## config.mk

```make
export PLATFORM = sky130hd
export DESIGN_NAME = binary_tree_level_order_walk_core
export DESIGN_NICKNAME = d
export VERILOG_FILES = /design/src/rtl/btw_pkg.sv /design/src/rtl/btw_ctrl.sv /design/src/rtl/btw_dpath.sv /design/src/rtl/binary_tree_level_order_walk_core.sv
export SDC_FILE = /design/constraint.sdc
export NUM_CORES = 2
export LEC_CHECK = 0
export BUFFER_PORTS_ARGS = -buffer_cell sky130_fd_sc_hd__buf_4
export CORE_ASPECT_RATIO = 0.9
export CORE_MARGIN = 2
export CORE_UTILIZATION = 62
export DETAILED_ROUTE_END_ITERATION = 10
export PLACE_DENSITY = 0.83
export SYNTH_ARGS = -nofsm -noshare
export SYNTH_HDL_FRONTEND = slang
export SYNTH_SLANG_ARGS = --single-unit
```

## constraint.sdc

```tcl
create_clock -name clock -period 13.3 [get_ports clock]
set_input_delay 0.665 -clock clock [delete_from_list [all_inputs] [get_ports clock]]
set_output_delay 0.665 -clock clock [all_outputs]
set_load 0.05 [all_outputs]
```

## src/rtl/btw_pkg.sv

```systemverilog
package btw_pkg;

   localparam int IDX_W      = 6;
   localparam int VAL_W      = 8;
   localparam int CNT_W      = 7;
   localparam int FIFO_DEPTH = 64;

   localparam logic [1:0] MODE_CREATE = 2'd0;
   localparam logic [1:0] MODE_LINK   = 2'd1;
   localparam logic [1:0] MODE_WALK   = 2'd2;

   localparam logic [1:0] RSP_OK       = 2'd0;
   localparam logic [1:0] RSP_FULL     = 2'd1;
   localparam logic [1:0] RSP_OVERFLOW = 2'd2;
   localparam logic [1:0] RSP_EMPTY    = 2'd3;

   typedef enum logic [2:0] {
      ST_IDLE,
      ST_FETCH,
      ST_LOOKUP,
      ST_PUSH_LEFT,
      ST_PUSH_RIGHT,
      ST_EMIT
   } state_type;

   typedef struct packed {
      logic start_create;
      logic start_link;
      logic start_walk;
      logic start_empty;
      logic fetch;
      logic lookup;
      logic push_left;
      logic push_right;
      logic emit;
   } ctrl_cmd_type;

   typedef struct packed {
      logic out_free;
      logic root_ok;
      logic last_visit;
   } dp_stat_type;

endpackage

```

## src/rtl/btw_ctrl.sv

```systemverilog
module btw_ctrl
   import btw_pkg::*;
(
   input  logic         clock,
   input  logic         reset,
   input  logic         req_tvalid,
   output logic         req_tready,
   input  logic [1:0]   req_mode,
   input  dp_stat_type  stat,
   output ctrl_cmd_type cmd
);

   state_type state_ff, state_in;
   logic      req_take;

   assign req_tready = (state_ff == ST_IDLE) && stat.out_free;
   assign req_take   = req_tvalid && req_tready;

   always_ff @(posedge clock) begin
      if (reset) begin
         state_ff <= ST_IDLE;
      end else begin
         state_ff <= state_in;
      end
   end

   always_comb begin
      state_in = state_ff;
      unique case (state_ff)
         ST_IDLE: begin
            if (req_take && req_mode == MODE_WALK && stat.root_ok) begin
               state_in = ST_FETCH;
            end
         end
         ST_FETCH:      state_in = ST_LOOKUP;
         ST_LOOKUP:     state_in = ST_PUSH_LEFT;
         ST_PUSH_LEFT:  state_in = ST_PUSH_RIGHT;
         ST_PUSH_RIGHT: state_in = ST_EMIT;
         ST_EMIT: begin
            if (stat.out_free) begin
               state_in = stat.last_visit ? ST_IDLE : ST_FETCH;
            end
         end
         default:       state_in = ST_IDLE;
      endcase
   end

   always_comb begin
      cmd = '0;
      unique case (state_ff)
         ST_IDLE: begin
            if (req_take) begin
               unique case (req_mode)
                  MODE_CREATE: cmd.start_create = 1'b1;
                  MODE_LINK:   cmd.start_link   = 1'b1;
                  MODE_WALK: begin
                     cmd.start_walk  = stat.root_ok;
                     cmd.start_empty = !stat.root_ok;
                  end
                  default: ;
               endcase
            end
         end
         ST_FETCH:      cmd.fetch      = 1'b1;
         ST_LOOKUP:     cmd.lookup     = 1'b1;
         ST_PUSH_LEFT:  cmd.push_left  = 1'b1;
         ST_PUSH_RIGHT: cmd.push_right = 1'b1;
         ST_EMIT:       cmd.emit       = stat.out_free;
         default: ;
      endcase
   end

endmodule

```

## src/rtl/btw_dpath.sv

```systemverilog
module btw_dpath
   import btw_pkg::*;
#(
   parameter int NODES = 64
) (
   input  logic               clock,
   input  logic               reset,
   input  ctrl_cmd_type       cmd,
   output dp_stat_type        stat,
   input  logic [VAL_W-1:0]   req_value,
   input  logic [IDX_W-1:0]   req_parent,
   input  logic [IDX_W-1:0]   req_child,
   input  logic               req_right,
   output logic               rsp_valid,
   input  logic               rsp_ready,
   output logic [IDX_W-1:0]   rsp_index,
   output logic [VAL_W-1:0]   rsp_value,
   output logic               rsp_last,
   output logic [1:0]         rsp_status
);

   localparam int AW = $clog2(NODES);
   localparam logic [CNT_W-1:0] NODES_C    = CNT_W'(NODES);
   localparam logic [IDX_W-1:0] LAST_VISIT = IDX_W'(NODES - 1);
   localparam logic [CNT_W-1:0] FIFO_FULL  = CNT_W'(FIFO_DEPTH);

   logic [VAL_W-1:0] val_mem   [NODES];
   logic [IDX_W-1:0] left_mem  [NODES];
   logic [IDX_W-1:0] right_mem [NODES];
   logic [IDX_W-1:0] fifo_mem  [FIFO_DEPTH];

   logic [CNT_W-1:0] next_free_ff;
   logic [IDX_W-1:0] head_ff, tail_ff, visits_ff;
   logic [CNT_W-1:0] count_ff;
   logic             dropped_ff;

   logic [IDX_W-1:0] fifo_rd_ff;
   logic [VAL_W-1:0] val_rd_ff;
   logic [IDX_W-1:0] left_rd_ff, right_rd_ff;

   logic             rsp_valid_ff, rsp_last_ff;
   logic [IDX_W-1:0] rsp_index_ff;
   logic [VAL_W-1:0] rsp_value_ff;
   logic [1:0]       rsp_status_ff;

   logic             table_full, create_ok, link_ok, out_free, last_visit;
   logic [AW-1:0]    new_addr;
   logic [IDX_W-1:0] kid;
   logic             push_any, push_ok, fifo_we;
   logic [IDX_W-1:0] fifo_wa, fifo_wd;

   assign table_full = next_free_ff >= NODES_C;
   assign create_ok  = cmd.start_create && !table_full;
   assign new_addr   = next_free_ff[AW-1:0];
   assign link_ok    = cmd.start_link && (req_parent != '0)
                       && ({1'b0, req_parent} < NODES_C)
                       && ({1'b0, req_child} < NODES_C);

   assign out_free   = !rsp_valid_ff || rsp_ready;
   assign last_visit = (count_ff == '0) || (visits_ff == LAST_VISIT);

   assign stat.out_free   = out_free;
   assign stat.root_ok    = (req_parent != '0) && ({1'b0, req_parent} < NODES_C);
   assign stat.last_visit = last_visit;

   // node tables
   always_ff @(posedge clock) begin
      if (create_ok) begin
         val_mem[new_addr] <= req_value;
      end
      if (cmd.lookup) begin
         val_rd_ff <= val_mem[fifo_rd_ff[AW-1:0]];
      end
   end

   always_ff @(posedge clock) begin
      if (create_ok) begin
         left_mem[new_addr] <= '0;
      end else if (link_ok && !req_right) begin
         left_mem[req_parent[AW-1:0]] <= req_child;
      end
      if (cmd.lookup) begin
         left_rd_ff <= left_mem[fifo_rd_ff[AW-1:0]];
      end
   end

   always_ff @(posedge clock) begin
      if (create_ok) begin
         right_mem[new_addr] <= '0;
      end else if (link_ok && req_right) begin
         right_mem[req_parent[AW-1:0]] <= req_child;
      end
      if (cmd.lookup) begin
         right_rd_ff <= right_mem[fifo_rd_ff[AW-1:0]];
      end
   end

   // walk queue
   assign kid      = cmd.push_right ? right_rd_ff : left_rd_ff;
   assign push_any = (cmd.push_left || cmd.push_right) && (kid != '0);
   assign push_ok  = push_any && (count_ff < FIFO_FULL);
   assign fifo_we  = cmd.start_walk || push_ok;
   assign fifo_wa  = cmd.start_walk ? '0 : tail_ff;
   assign fifo_wd  = cmd.start_walk ? req_parent : kid;

   always_ff @(posedge clock) begin
      if (fifo_we) begin
         fifo_mem[fifo_wa] <= fifo_wd;
      end
      if (cmd.fetch) begin
         fifo_rd_ff <= fifo_mem[head_ff];
      end
   end

   always_ff @(posedge clock) begin
      if (reset) begin
         next_free_ff <= CNT_W'(1);
         head_ff      <= '0;
         tail_ff      <= '0;
         count_ff     <= '0;
         visits_ff    <= '0;
         dropped_ff   <= 1'b0;
      end else begin
         if (create_ok) begin
            next_free_ff <= next_free_ff + CNT_W'(1);
         end
         if (cmd.start_walk) begin
            head_ff    <= '0;
            tail_ff    <= IDX_W'(1);
            count_ff   <= CNT_W'(1);
            visits_ff  <= '0;
            dropped_ff <= 1'b0;
         end else if (cmd.fetch) begin
            head_ff   <= head_ff + IDX_W'(1);
            count_ff  <= count_ff - CNT_W'(1);
            visits_ff <= visits_ff + IDX_W'(1);
         end else if (push_ok) begin
            tail_ff  <= tail_ff + IDX_W'(1);
            count_ff <= count_ff + CNT_W'(1);
         end else if (push_any) begin
            dropped_ff <= 1'b1;
         end
      end
   end

   // result register
   always_ff @(posedge clock) begin
      if (reset) begin
         rsp_valid_ff <= 1'b0;
      end else if (cmd.start_create || cmd.start_empty || cmd.emit) begin
         rsp_valid_ff <= 1'b1;
      end else if (rsp_ready) begin
         rsp_valid_ff <= 1'b0;
      end
   end

   always_ff @(posedge clock) begin
      if (cmd.start_create) begin
         rsp_index_ff  <= table_full ? '0 : next_free_ff[IDX_W-1:0];
         rsp_value_ff  <= '0;
         rsp_last_ff   <= 1'b1;
         rsp_status_ff <= table_full ? RSP_FULL : RSP_OK;
      end else if (cmd.start_empty) begin
         rsp_index_ff  <= '0;
         rsp_value_ff  <= '0;
         rsp_last_ff   <= 1'b1;
         rsp_status_ff <= RSP_EMPTY;
      end else if (cmd.emit) begin
         rsp_index_ff  <= fifo_rd_ff;
         rsp_value_ff  <= val_rd_ff;
         rsp_last_ff   <= last_visit;
         rsp_status_ff <= (last_visit && (count_ff != '0 || dropped_ff)) ? RSP_OVERFLOW
                                                                          : RSP_OK;
      end
   end

   assign rsp_valid  = rsp_valid_ff;
   assign rsp_index  = rsp_index_ff;
   assign rsp_value  = rsp_value_ff;
   assign rsp_last   = rsp_last_ff;
   assign rsp_status = rsp_status_ff;

`ifndef SYNTHESIS
   a_count_bound: assert property (@(posedge clock) disable iff (reset)
      count_ff <= FIFO_FULL)
      else $error("walk queue count above depth");

   a_free_bound: assert property (@(posedge clock) disable iff (reset)
      next_free_ff <= NODES_C)
      else $error("free index past table size");

   a_emit_free: assert property (@(posedge clock) disable iff (reset)
      (cmd.emit || cmd.start_create || cmd.start_empty) |-> out_free)
      else $error("result register overwritten");

   a_drop_flag: assert property (@(posedge clock) disable iff (reset)
      (push_any && !push_ok) |=> dropped_ff)
      else $error("dropped push not flagged");
`endif

endmodule

```

## src/rtl/binary_tree_level_order_walk_core.sv

```systemverilog
// Binary tree node table with level-order walk. A transaction with mode create
// stores a node at the next free index (1 up to NODES-1) and answers with that
// index, or with status full; link sets a left or right child and answers
// nothing; walk answers with one result per visited node in level order, the
// last one marked by rsp_tlast, or with status empty for a root of 0 or not
// below NODES. For each visited node a walk does a queue read, a table read,
// two queue pushes and a result load, in that order, set by the single-port
// walk queue and node tables, for up to NODES-1 visits; the result load waits
// while the result channel stalls. A finished result sits in an output
// register; the next request is taken only once that register is empty or
// its result is being read in the same cycle.
module binary_tree_level_order_walk_core
   import btw_pkg::*;
#(
   parameter int NODES = 64
) (
   input  logic        clock,
   input  logic        reset,
   input  logic        req_tvalid,
   output logic        req_tready,
   input  logic [23:0] req_tdata,  // node_value[7:0], parent_index[13:8], child_index[19:14]
   input  logic [2:0]  req_tuser,  // mode[1:0], right_side[2]
   output logic        rsp_tvalid,
   input  logic        rsp_tready,
   output logic [15:0] rsp_tdata,  // out_index[5:0], out_value[13:6]
   output logic        rsp_tlast,
   output logic [1:0]  rsp_tuser   // status[1:0]
);

   ctrl_cmd_type     cmd;
   dp_stat_type      stat;
   logic [IDX_W-1:0] rsp_index;
   logic [VAL_W-1:0] rsp_value;

   btw_ctrl u_ctrl (
      .clock      (clock),
      .reset      (reset),
      .req_tvalid (req_tvalid),
      .req_tready (req_tready),
      .req_mode   (req_tuser[1:0]),
      .stat       (stat),
      .cmd        (cmd)
   );

   btw_dpath #(
      .NODES (NODES)
   ) u_dpath (
      .clock      (clock),
      .reset      (reset),
      .cmd        (cmd),
      .stat       (stat),
      .req_value  (req_tdata[7:0]),
      .req_parent (req_tdata[13:8]),
      .req_child  (req_tdata[19:14]),
      .req_right  (req_tuser[2]),
      .rsp_valid  (rsp_tvalid),
      .rsp_ready  (rsp_tready),
      .rsp_index  (rsp_index),
      .rsp_value  (rsp_value),
      .rsp_last   (rsp_tlast),
      .rsp_status (rsp_tuser)
   );

   assign rsp_tdata = {2'b00, rsp_value, rsp_index};

endmodule

```

; Word-level counts from Yosys, hierarchy flattened
; Memories as Yosys holds them, arrays and structs flattened. A register that Yosys moved wholly into a read port is not among the register bits.
; Cells that the tools add are included.
[totals]
in_bits = 31
ff_bits = 54
ram_bits = 1664
memories = 4
wordCells = 130
[op_classes]
n_addsub = 6
n_reduce_logical = 41
bitwise_logic = 2
order_cmp = 2
n_mux = 50
eq_ne = 11
[memory_table]
columns = name, words, word_bits, read_ports, rd_ports_with_merged_regs, wr, line_no
row1 = u_dpath.val_mem, 64, 8, 1, 1, 1, btw_dpath.sv:27  ; logic [VAL_W-1:0] val_mem [NODES];
row2 = u_dpath.fifo_mem, 64, 6, 1, 1, 1, btw_dpath.sv:30  ; logic [IDX_W-1:0] fifo_mem [FIFO_DEPTH];
row3 = u_dpath.left_mem, 64, 6, 1, 1, 1, btw_dpath.sv:28  ; logic [IDX_W-1:0] left_mem [NODES];
row4 = u_dpath.right_mem, 64, 6, 1, 1, 1, btw_dpath.sv:29  ; logic [IDX_W-1:0] right_mem [NODES];
[ops]
columns = cell, n
row1 = $mux 6, 11
row2 = $mux 1, 27
row3 = $add 6x1->6 const B, 3
row4 = $pmux 3 s6, 1
row5 = $add 7x1->7 const B, 2
row6 = $mux 7, 2
row7 = $reduce_bool 6->1, 2
row8 = $reduce_or 6->1, 2
row9 = $logic_and 1x1->1, 11
row10 = $mux 2, 5
row11 = $mux 4, 2
row12 = $ge 7x7->1 const B, 1
row13 = $logic_not 7->1, 1
row14 = $logic_or 1x1->1, 7
row15 = $lt 7x7->1 const B, 1
row16 = $reduce_bool 7->1, 1
row17 = $sub 7x1->7 const B, 1
row18 = $eq 3x2->1 const B, 2
row19 = $eq 3x3->1 const B, 2
row20 = $eq 6x6->1 const B, 1
row21 = $mux 3, 2
row22 = $reduce_and 2->1, 3
row23 = $reduce_bool 2->1, 3
row24 = $reduce_bool 3->1, 2
row25 = 11 further kinds, 17

; Logic depth before layout (Yosys ltp)
[depth]
word_depth = 13
mapped_depth = 11

; By module
; From an unflattened synthesis, not the netlist that was laid out.
[hier_totals]
cells_unflattened = 3611
hier_area_um2 = 69331.5
[modules_own_cells]
columns = module, seq_area_each_um2, cells_each, instances, area_each_um2
row1 = btw_dpath, 51849.7, 3580, 1, 69062.5
row2 = btw_ctrl, 60.1, 28, 1, 250.2
row3 = binary_tree_level_order_walk_core, 0.0, 3, 1, 18.8

; Worst setup path before layout
; No wires, ideal clock.
[synth_timing]
kind = input to register
start = in req_tdata[8]
end = mem u_dpath.fifo_mem[0][1], data pin
n_path_buf = 3
t_arrival_ps = 4314
required_time_ps = 12598
cell_stages = 7
slack_ps = 8285
cell_sequence = buf_2 -> nor4_2 -> nand2_1 -> and3_1 -> buf_2 -> buf_2 -> o21ai_0
[synth_between]
elab_chain_cells = 5
[synth_rtl]
columns = element, line_no
row1 = start: declaration, binary_tree_level_order_walk_core.sv:21  ; input logic [23:0] req_tdata,
row2 = $reduce_bool 6->1, btw_dpath.sv:63  ; assign stat.root_ok = (req_parent != '0) && ({1'b0, req_parent} < NODES_C);
row3 = $mux 2, btw_ctrl.sv:53  ; unique case (req_mode)
row4 = $mux 4, btw_ctrl.sv:52  ; if (req_take) begin
row5 = $mux 4, btw_ctrl.sv:50  ; unique case (state_ff)
row6 = $mux 6, btw_dpath.sv:104  ; assign fifo_wd = cmd.start_walk ? req_parent : kid;
row7 = net u_dpath.fifo_wd[1], btw_dpath.sv:50  ; logic [IDX_W-1:0] fifo_wa, fifo_wd;
row8 = end: declaration, btw_dpath.sv:30
; The timed path passes the listed nets, and every way through them passes these cells.

==> results by group <==
Clocking
  • CTS Hold Bufs: 0
  • Clock latency at the later pin of the worst-skew pair: 0.79 ns
  • Clock Tree Buf Depth: 3
  • CTS H-Tree Depth: 4
  • CTS buffer count: 159
  • Clock-pin slew on the worst setup and hold paths: 0.07 ns
  • Cts repair resizes: 0
  • CTS tree: built
  • Clock Sinks: 1744
  • CTS Root Cell: clkbuf_16
  • Setup bufs post-CTS: 0

Min path
  • Hold Crit Class: input pin to register
  • Hold Path Origin: req_tuser[1]

Detailed routing
  • Via count: 36993
  • Post-route ant nets: 0
  • Vias per inst: 7.07
  • Final WL: 169000 um
  • Drt pass-1 iters: 11
  • Avg WL per Cell: between 30 and 40 um
  • 1st-iter DRT viols: between 5000 and 6000
  • Residual DRC count: 5

Logic synthesis
  • Synth cell types: around 80
  • Most used DFF post-synth: edfxtp_1
  • Post-synth EDFFs: ~1700
  • Synthesized cell area: 0.0692 mm^2
  • Synth Warn #: 0
  • Avg Inst Size Synth: slightly below 20 um^2
  • Yosys reg bits: roughly 1700
  • Post-Syn Instances: 3579
  • Post-synthesis sequential area ratio: 75.0%
  • Async SR Flop Fraction: 0%

Placement
  • DP Worst Slack: 8.54 ns
  • Dpl hpwl: roughly 99000 um
  • Placed insts: 4939
  • Final GP Congestion: 0.952
  • I/O Buffers: 45

Die
  • Total Die Area: 0.114 mm^2
  • FP Rows: between 100 and 150
  • Ports: 52
  • Core Area: 0.111 mm^2
  • DIE HEIGHT: 321 um
  • Die X: 356 um
  • Initial core utilization: 62.4%

Timing
  • Rel. slew slack: 15.7%
  • Max Fclk: 0.210 GHz
  • Least-Margin Pin Slew: 1.27 ns
  • # setup viols final: 0
  • Worst hold slack: 0.231 ns
  • Slew Viols, Final: 0
  • RSZ-0062 raised after global routing: false
  • Final TNS setup: 0 ns
  • Final period util: a little over a third
  • Clk_skew: ~0.035 ns
  • Worst setup margin: approximately 8.5 ns
  • Fin. Hold Viols: 0
  • Min Clock Period, post-route: 4.76 ns

Worst setup path
  • Crit end category: register
  • Arrival time worst endpoint: 5.19 ns
  • Max FO, Critical Path: ~120
  • Kind of critical path: register to register
  • CP startpoint: u_dpath.fifo_rd_ff[0]
  • R2R Path Start: u_dpath.fifo_rd_ff[0]
  • Worst endpoint required time: 13.73 ns
  • CP startpoint kind: register

Finish
  • Nets@finish: 3667
  • Layout cells sized above 1: 20.8%
  • Layout Cells excl Fill: between 5000 and 6000
  • Layout area overhead: 9.70%

Global routing
  • Global route overflow: 0
  • Global-route wire length before repair: between 200000 and 250000 um
  • Initial antenna violation count: 10
  • Vias in the first global route: 36940
  • Total track usage: 30.0%
  • Largest net degree at the start of global routing: between 100 and 150

Pwr
  • Clock power frac: 40.2%
  • Cell internal pwr: 8.65 mW
  • Switching share of power: 21.7%
  • Total power: 11.0 mW
  • Leakage: approximately 23 nW
  • PwrDens: between 100 and 150 mW/mm^2
  • Worst VDD drop: 168 uV
  • Gate power share: 5.0%
  • Switching component of the power: around 2.4 mW
  • Sequential share of power: 54.8%

Outcome
  • Failing checks: design-rule violations
  • Outcome: complete, but fails checks

Run
  • Max_cap viols: 0
## cells by family (layout without fill, tap and decap cells)
logic type	after synthesis	count (layout)	share of synthesized area, %
compound gates	365	365	3.74
xor+xnor	21	21	0.266
fa+ha+maj	11	11	0.210
buf+inv	224	396	1.50
flops	1744	1744	75.0
mux	503	503	14.5
other cells	1	8	0.00542
simple gates	710	710	4.78
## synth_stat cells (6+ instances only)
cell type  count  area share [%]
a211o_1       10            0.13
a211oi_1      27            0.29
a21o_1         8           0.087
a21oi_1       61            0.44
a221o_1        8            0.12
a221oi_1      22            0.28
a22o_1        20            0.25
a22oi_1       42            0.46
a31oi_1       37            0.33
a32oi_1        8            0.10
and2_1        22            0.20
and3_1        15            0.14
buf_1         19            0.10
buf_2         89            0.64
buf_4         23            0.25
clkbuf_1      80            0.43
dfxtp_1       46             1.3
edfxtp_1    1698              74
ha_1          10            0.18
inv_1         12           0.065
mux2_2        17            0.28
mux2i_1       89             1.3
mux4_2       397              13
nand2_1      136            0.74
nand2b_1      15            0.14
nand3_1       41            0.30
nand3b_1       7           0.076
nand4_1       16            0.14
nor2_1       323             1.8
nor2b_1       45            0.41
nor3_1        36            0.26
nor3b_1        6           0.065
nor4_1         6           0.054
o21ai_0       46            0.33
o221ai_1      11            0.14
o22ai_1       21            0.19
o31a_1         7           0.089
or2_2          6           0.054
or3_1          9           0.081
xnor2_1        9            0.11
xor2_1        12            0.15
## stage by stage
stage | cell area (um^2) | util [%]
4_1_cts | 75900 | 68.4
3_3_place_gp | 70900 | 63.9
2_1_floorplan | 69200 | -
3_5_place_dp | 70900 | 63.9
5_1_grt | 75900 | 68.5
6_report | 75900 | 68.5
## cell usage in the layout, fill, tap and decap left out, types with 10 or more instances in the layout
| master | Yosys | final |
|---|---|---|
| nand2b_1 | 15 | 15 |
| o221ai_1 | 11 | 11 |
| mux2_2 | 17 | 17 |
| o22ai_1 | 21 | 21 |
| dfxtp_1 | 46 | 43 |
| a31oi_1 | 37 | 37 |
| nand3_1 | 41 | 41 |
| buf_4 | 23 | 92 |
| a22oi_1 | 42 | 42 |
| nor2b_1 | 45 | 43 |
| o21ai_0 | 46 | 40 |
| xor2_1 | 12 | 12 |
| a211o_1 | 10 | 10 |
| nand2_1 | 136 | 136 |
| a22o_1 | 20 | 20 |
| clkbuf_1 | 80 | 35 |
| nor2_1 | 323 | 321 |
| a221oi_1 | 22 | 22 |
| a21oi_1 | 61 | 61 |
| clkbuf_16 | 0 | 163 |
| clkinv_2 | 0 | 25 |
| and2_1 | 22 | 16 |
| mux2i_1 | 89 | 89 |
| nor3_1 | 36 | 36 |
| edfxtp_1 | 1698 | 1698 |
| clkinv_1 | 1 | 34 |
| inv_1 | 12 | 12 |
| a211oi_1 | 27 | 27 |
| mux4_2 | 397 | 397 |
| nand4_1 | 16 | 16 |
| ha_1 | 10 | 10 |
## cell type report
cell class	count	area, um^2
flip-flops and latches	1744	51900
fillers	6473	35000
multi-input cells	1612	16300
clock buffers	203	4280
well taps	1475	1850
repair buffers	95	751
clock inverters	85	709
inverters	13	48.8
diodes	6	15.0
## final timing paths
path	endpoint	slack [ns]	cells past startpoint
hold / removal	u_dpath.rsp_status[1]	0.23	2
hold reg to reg	u_dpath.visits_ff[5]	0.49	2
setup / recovery	u_dpath.left_rd_ff[1]	8.54	7
setup reg to reg	u_dpath.left_rd_ff[1]	8.54	7
## worst max-delay path, stage by stage, from the launching register on
cell,delay (ns)
edfxtp_1,0.32
buf_4,0.63
buf_12,0.62
buf_4,0.77
mux4_2,0.60
a22o_1,0.28
a221oi_1,0.52
o221ai_1,0.40
## power groups by stage
stage / sequential [mW] / combinational [mW] / clock, mW
floorplan: 6.17 / 0.341 / 0
global placement: 6.17 / 0.516 / 0
detailed placement: 6.17 / 0.531 / 0
CTS: 6.05 / 0.538 / 4.46
global route: 6.05 / 0.573 / 4.64
finish: 6.05 / 0.548 / 4.45
## registers in the layout (all words and copies together), names as in the netlist
signal and cells:
u_dpath.rsp_valid 1, u_dpath.tail_ff 6, u_dpath.next_free_ff 7, u_ctrl.state_ff 3
u_dpath.fifo_rd_ff 6, u_dpath.left_mem 384, u_dpath.rsp_value 8, u_dpath.right_mem 384
u_dpath.right_rd_ff 6, u_dpath.val_rd_ff 8, u_dpath.val_mem 512, u_dpath.dropped_ff 1
u_dpath.visits_ff 6, u_dpath.rsp_index 6, u_dpath.left_rd_ff 6, u_dpath.head_ff 6
u_dpath.rsp_status 2, u_dpath.count_ff 7, u_dpath.rsp_last 1, u_dpath.fifo_mem 384
## routing by layer
metal	up-vias	global-route usage [%]	share of wire (%)
met1	18915	40.7	35
met3	550	8.40	12
met4	10	13.5	5.0
met2	2771	46.1	47
met5	-	0.426	0.077
li1	14747	-	-
Power figures use the tool's default switching activity.
